[src/sv/tcw_pkg.sv]
`default_nettype none

package tcw_pkg;

   localparam int DEF_COLUMNS = 80;
   localparam int DEF_ROWS    = 25;

   localparam int BYTE_W = 8;
   localparam int ROW_W  = 5;
   localparam int COL_W  = 7;
   localparam int OFS_W  = 11;
   localparam int CELL_W = 16;

   localparam int REQ_DATA_W = 24;
   localparam int REQ_USER_W = 2;
   localparam int RSP_DATA_W = 48;

   localparam int CSR_IDX_W  = 1;
   localparam int CSR_DATA_W = 8;

   localparam logic [CSR_IDX_W-1:0] CSR_TEXT_COLOR   = 1'd0;
   localparam logic [CSR_IDX_W-1:0] CSR_CURSOR_SHOWN = 1'd1;

   localparam logic [BYTE_W-1:0] TEXT_COLOR_RESET = 8'd7;

   localparam logic [BYTE_W-1:0] CH_NEWLINE   = 8'd10;
   localparam logic [BYTE_W-1:0] CH_RETURN    = 8'd13;
   localparam logic [BYTE_W-1:0] CH_BACKSPACE = 8'd8;
   localparam logic [BYTE_W-1:0] CH_SPACE     = 8'd32;

   typedef enum logic [1:0] {
      OP_PUT   = 2'd0,
      OP_READ  = 2'd1,
      OP_SET   = 2'd2,
      OP_CLEAR = 2'd3
   } op_type;

   typedef enum logic [1:0] {
      CNT_ZERO     = 2'd0,
      CNT_COLS     = 2'd1,
      CNT_LAST_ROW = 2'd2
   } cnt_sel_type;

   typedef struct packed {
      logic        take;
      logic        exec;
      logic        cnt_load;
      cnt_sel_type cnt_sel;
      logic        copy;
      logic        fill;
      logic        fill_zero;
      logic        result;
   } ctl_cmd_type;

   typedef struct packed {
      logic scroll;
      logic clear;
      logic cnt_last;
      logic out_free;
   } dp_status_type;

   typedef struct packed {
      logic [3:0]       pad;
      logic [COL_W-1:0] col_in;
      logic [ROW_W-1:0] row_in;
      logic [BYTE_W-1:0] byte_in;
   } req_data_type;

   typedef struct packed {
      logic              status;
      logic [OFS_W-1:0]  hw_cursor_offset;
      logic [COL_W-1:0]  cursor_col_out;
      logic [ROW_W-1:0]  cursor_row_out;
      logic [BYTE_W-1:0] cell_color;
      logic [BYTE_W-1:0] cell_char;
      logic [BYTE_W-1:0] echo_byte;
   } rsp_data_type;

endpackage

`default_nettype wire

[src/sv/tcw_ctrl.sv]
`default_nettype none

module tcw_ctrl (
   input  wire                    clock,
   input  wire                    reset,
   input  wire                    req_tvalid,
   output logic                   req_tready,
   input  wire tcw_pkg::dp_status_type stat,
   output tcw_pkg::ctl_cmd_type   cmd
);
   import tcw_pkg::*;

   typedef enum logic [2:0] {
      S_INIT,
      S_IDLE,
      S_EXEC,
      S_COPY,
      S_DRAIN,
      S_BLANK,
      S_CLEAR,
      S_RESULT
   } state_type;

   state_type state_ff;
   state_type state_in;

   always_comb begin
      cmd        = '0;
      req_tready = 1'b0;
      state_in   = state_ff;
      unique case (state_ff)
         S_INIT: begin
            cmd.fill      = 1'b1;
            cmd.fill_zero = 1'b1;
            if (stat.cnt_last) state_in = S_IDLE;
         end
         S_IDLE: begin
            req_tready = 1'b1;
            if (req_tvalid) begin
               cmd.take = 1'b1;
               state_in = S_EXEC;
            end
         end
         S_EXEC: begin
            cmd.exec = 1'b1;
            priority if (stat.scroll) begin
               cmd.cnt_load = 1'b1;
               cmd.cnt_sel  = CNT_COLS;
               state_in     = S_COPY;
            end else if (stat.clear) begin
               cmd.cnt_load = 1'b1;
               cmd.cnt_sel  = CNT_ZERO;
               state_in     = S_CLEAR;
            end else begin
               state_in = S_RESULT;
            end
         end
         S_COPY: begin
            cmd.copy = 1'b1;
            if (stat.cnt_last) state_in = S_DRAIN;
         end
         S_DRAIN: begin
            // The last copied cell is written back here.
            cmd.cnt_load = 1'b1;
            cmd.cnt_sel  = CNT_LAST_ROW;
            state_in     = S_BLANK;
         end
         S_BLANK: begin
            cmd.fill = 1'b1;
            if (stat.cnt_last) state_in = S_RESULT;
         end
         S_CLEAR: begin
            cmd.fill = 1'b1;
            if (stat.cnt_last) state_in = S_RESULT;
         end
         S_RESULT: begin
            if (stat.out_free) begin
               cmd.result = 1'b1;
               state_in   = S_IDLE;
            end
         end
      endcase
   end

   always_ff @(posedge clock) begin
      if (reset) begin
         state_ff <= S_INIT;
      end else begin
         state_ff <= state_in;
      end
   end

endmodule

`default_nettype wire

[config.mk]
export PLATFORM = sky130hd
export DESIGN_NAME = tcw_ctrl
export DESIGN_NICKNAME = d
export VERILOG_FILES = /design/src/sv/tcw_pkg.sv /design/src/sv/tcw_ctrl.sv
export SDC_FILE = /design/constraint.sdc
export NUM_CORES = 1
export LEC_CHECK = 0
export ABC_CLOCK_PERIOD_IN_PS = 1500
export BUFFER_PORTS_ARGS = -buffer_cell sky130_fd_sc_hd__buf_2
export CAP_MARGIN = 20
export CORE_AREA = 2 2 39 41
export CTS_CLUSTER_DIAMETER = 80
export DETAILED_ROUTE_END_ITERATION = 12
export DIE_AREA = 0 0 41 43
export SLEW_MARGIN = 20
export SYNTH_ARGS = -nofsm -noshare
export SYNTH_HDL_FRONTEND = slang
export SYNTH_SLANG_ARGS = --single-unit
[constraint.sdc]
create_clock -name clock -period 1.5 [get_ports clock]
set_input_delay 0.15 -clock clock [delete_from_list [all_inputs] [get_ports clock]]
set_output_delay 0.15 -clock clock [all_outputs]
set_load 0.03 [all_outputs]
=== Word-level counts from Yosys, hierarchy flattened ===
Index checks and enable logic that the tools add are counted.

* Flip-flop bits (word level): 3
* Output and inout port bits: 10
* Word-level logic and storage cells: 37

* Equal/unequal tests: 12
* Multiplexer cells: 20
* Reductions and logical operators: 4

{| class="wikitable"
|+ Operators by type and width
! operator !! number
|-
| 3-bit 2-to-1 mux || 8
|-
| 3-bit one-hot mux with 7 select lines || 1
|-
| 3-bit equality test, second input constant || 4
|-
| 1-bit 2-to-1 mux || 10
|-
| 2-bit != test, second input constant || 4
|-
| 3-bit by 2-bit equality test with 1-bit output, second input constant || 2
|-
| 3-bit one-hot mux with 2 select lines || 1
|-
| 5-bit AND reduction || 1
|-
| 3-bit by 1-bit equality test with 1-bit output, second input constant || 1
|-
| 3-bit zero test || 1
|-
| 3-bit OR reduction || 1
|-
| 2-bit by 1-bit != test with 1-bit output, second input constant || 1
|-
| 2-bit OR reduction || 1
|}

=== Depth between registers and ports, before layout ===
* Depth after elaboration: 4
* Depth in mapped cells: 4
* Depth with buffers taken out: 3

=== Worst setup path before layout ===
No wires, ideal clock.

* Kind: reg2out
* Start point: register state_ff[2]
* End point: output cmd[6] (netlist bit)
* Arrival: 1.631 ns
* Data required time: 1.350 ns
* Setup slack: -0.281 ns
* Stages on the path, launching flop included: 5
* Path buffers: 1
* Cells stage by stage: dfxtp_1 buf_6 inv_1 nor3_1 nand2b_1

{| class="wikitable"
|+ RTL lines
! element !! RTL line !! RTL
|-
| start: declaration || tcw_ctrl.sv:24 || <nowiki>state_type state_ff;</nowiki>
|-
| start signal: assignment || tcw_ctrl.sv:89 || <nowiki>state_ff <= state_in;</nowiki>
|-
| end: declaration || tcw_ctrl.sv:9 || <nowiki>output tcw_pkg::ctl_cmd_type cmd</nowiki>
|}

==> impl_metrics.json <==
{
  "initial_core_util": 0.2043,
  "max_freq_mhz": 722.1,
  "io-pin-count": 17,
  "crit_buf_inv": 1,
  "synth_area_leader_cell": "dfxtp_1",
  "grt_max_degree": 14,
  "avgViaCountPerCell": 4.522,
  "cts_root_buffer": "clkbuf_4",
  "worst_slack_ps": 115.2,
  "syn2layout_area_growth_pct": 46.90,
  "drtIter0Drc": 1,
  "post_cts_buffers": 0,
  "largest_reg_flops": 3,
  "clkTransAtPathRegs_ps": 40,
  "min_path_type": "input pin to flip-flop",
  "diodes": 0,
  "required_ps": 1350,
  "skew_ps": 2.874,
  "grt.overflow.total": 0,
  "grt_pass1_vias": 261,
  "clkLatencyLatePin_ps": 230,
  "power.leakage_uw": 0.0001909,
  "pre_cts_ws_ps": 172.0,
  "dieArea_sq_um": 1763,
  "pwr_density_cell_nw_per_um2": 1015,
  "critPathTopFamily": "flip-flops",
  "routedWlPerCell_um": 9.851,
  "grt_use_total": 0.09137,
  "layout_commonest_cell": "buf_2",
  "max_stage_delay_ps": 380,
  "yosysUniqueCellTypes": 24,
  "yosys_warnings": 0,
  "drive_above_1_share": 0.5686,
  "syn_avg_cell_area_sq_um": 8.569,
  "drc": 0,
  "final_cell_mix": "16 x buf_2, 3 x o21ai_0, 3 x clkbuf_4",
  "path_cells": "nor3b_4, o21ai_0, nand2b_1, buf_2",
  "dpl_cell_area_sq_um": 374.1,
  "cp_max_fo": 11,
  "finalPower_uw": 421.7,
  "status": "finished, final reports clean",
  "postLayoutCoreUtil": 0.3002,
  "nets": 59,
  "grt_pass1_wl_um": 1069,
  "yosysTopAreaCellShare": 0.2124,
  "cts.sinks": 3,
  "coreArea_sq_um": 1384,
  "synth.area.top_cells": "dfxtp_1 21%, a311oi_1 6.2%, xor2_2 5.8%, o21ai_0 5.3%, mux2_4 5.3%",
  "fin_area_sq_um": 415.4,
  "period_share": 0.9232,
  "drv_slew": 0,
  "numPlacedInstances": 63,
  "first_pass_iters": 2,
  "ys_seq_elements": 3,
  "gp_congestion": 0.7196,
  "htreeDepth": 1,
  "placementRows": 14,
  "clockBufferDepth": 2,
  "die_h_um": 43,
  "vias": 303,
  "synthesis.nets": 40,
  "startpoint_type": "flip-flop",
  "cts_made_buffers": 3,
  "cp.arrival_ps": 1230,
  "ir_drop_mv": 0.2316,
  "synthCells": 33,
  "max-cap-violations": 0,
  "worst_slew_margin_rel": 0.8201,
  "antenna_left": 0,
  "antenna_found_initial": 0,
  "criticalPathCategory": "flip-flop to output pin",
  "final_cells": 67,
  "synth_seq_area_share": 0.2124,
  "largest_register": "state_ff",
  "drt-total-wl_um": 660,
  "synth_area_sq_um": 282.8,
  "finalSetupViolCount": 0,
  "fp.dieW_um": 41,
  "tritoncts": "built",
  "critPathCaptureType": "output pin",
  "rsz0062_at_grt": "no",
  "worst_pin_slew_ps": 269.0,
  "slowest_stage": "dfxtp_4",
  "min_period_ps": 1385,
  "portBuffers": 16,
  "dp_hpwl_um": 502.6,
  "finalHoldViolations": 0,
  "top_regs": "state_ff (3)"
}
==> power breakdown <==
group / switching [uW] / internal [uW] / total, uW
Combinational: 101 / 62.5 / 163
Sequential: 25.1 / 90.1 / 115
Clock: 43.3 / 99.8 / 143
Total: 169 / 252 / 422
==> metal layers <==
layer  global-route usage  share of wire  vias to the layer above
li1                     -              -                      160
met4               0.1000              0                        0
met3              0.01571          0.062                        0
met2               0.1125           0.46                       12
met5                    0              0                        -
met1               0.1190           0.47                      131
==> cell type report <==
type	instances	area, sq um
flip-flops and latches	3	68.82
fillers	155	968.4
repair buffers	17	87.58
well taps	16	20.02
inverters	2	7.507
clock buffers	4	26.28
multi-input cells	25	205.2
==> stage by stage <==
stage,TNS [ps],hold WS (ps)
5_1_grt,0,106.4
3_5_place_dp,0,353.1
3_3_place_gp,0,351.9
2_1_floorplan,-46.82,222.1
4_1_cts,0,100.1
6_report,0,106.0
==> synth_stat cells <==
library cell	number
nand3_1	1
o21ai_1	1
mux2_4	1
a221oi_1	1
dfxtp_1	3
and3_1	1
mux2i_1	1
o21ai_0	3
a21oi_1	1
nor3_1	2
buf_2	1
xor2_2	1
nand2b_1	2
o32ai_1	1
nor2_1	1
buf_6	1
inv_1	2
a311oi_1	2
nor3b_2	1
buf_4	1
and4_1	1
mux2_2	1
nand3b_1	1
and2_1	2
==> cells by family after synthesis <==
kind of cell / synth area share
DFF: 0.2124
xor gates and xnor gates: 0.05754
and+or+nand+nor: 0.2787
AOI/OAI and AO/OA: 0.2124
buffers and inverters: 0.1106
muxes: 0.1283
==> final timing paths <==
path	startpoint	slack [ps]	depth (start not counted)	end
worst min register to register	state_ff[0]	560	1	state_ff[1]
worst min-delay path	reset	110	2	state_ff[1]
worst max-delay path	state_ff[2]	120	4	cmd[6]
worst max register to register	state_ff[1]	360	4	state_ff[0]
==> what timing repair did <==
action                     4_1_cts  5_1_grt
pin swaps                        0        1
cloned                           0        0
resized for setup                2        4
setup endpoints to repair        3        1
hold buffers                     0        0
(Power assumes the default switching activity.)
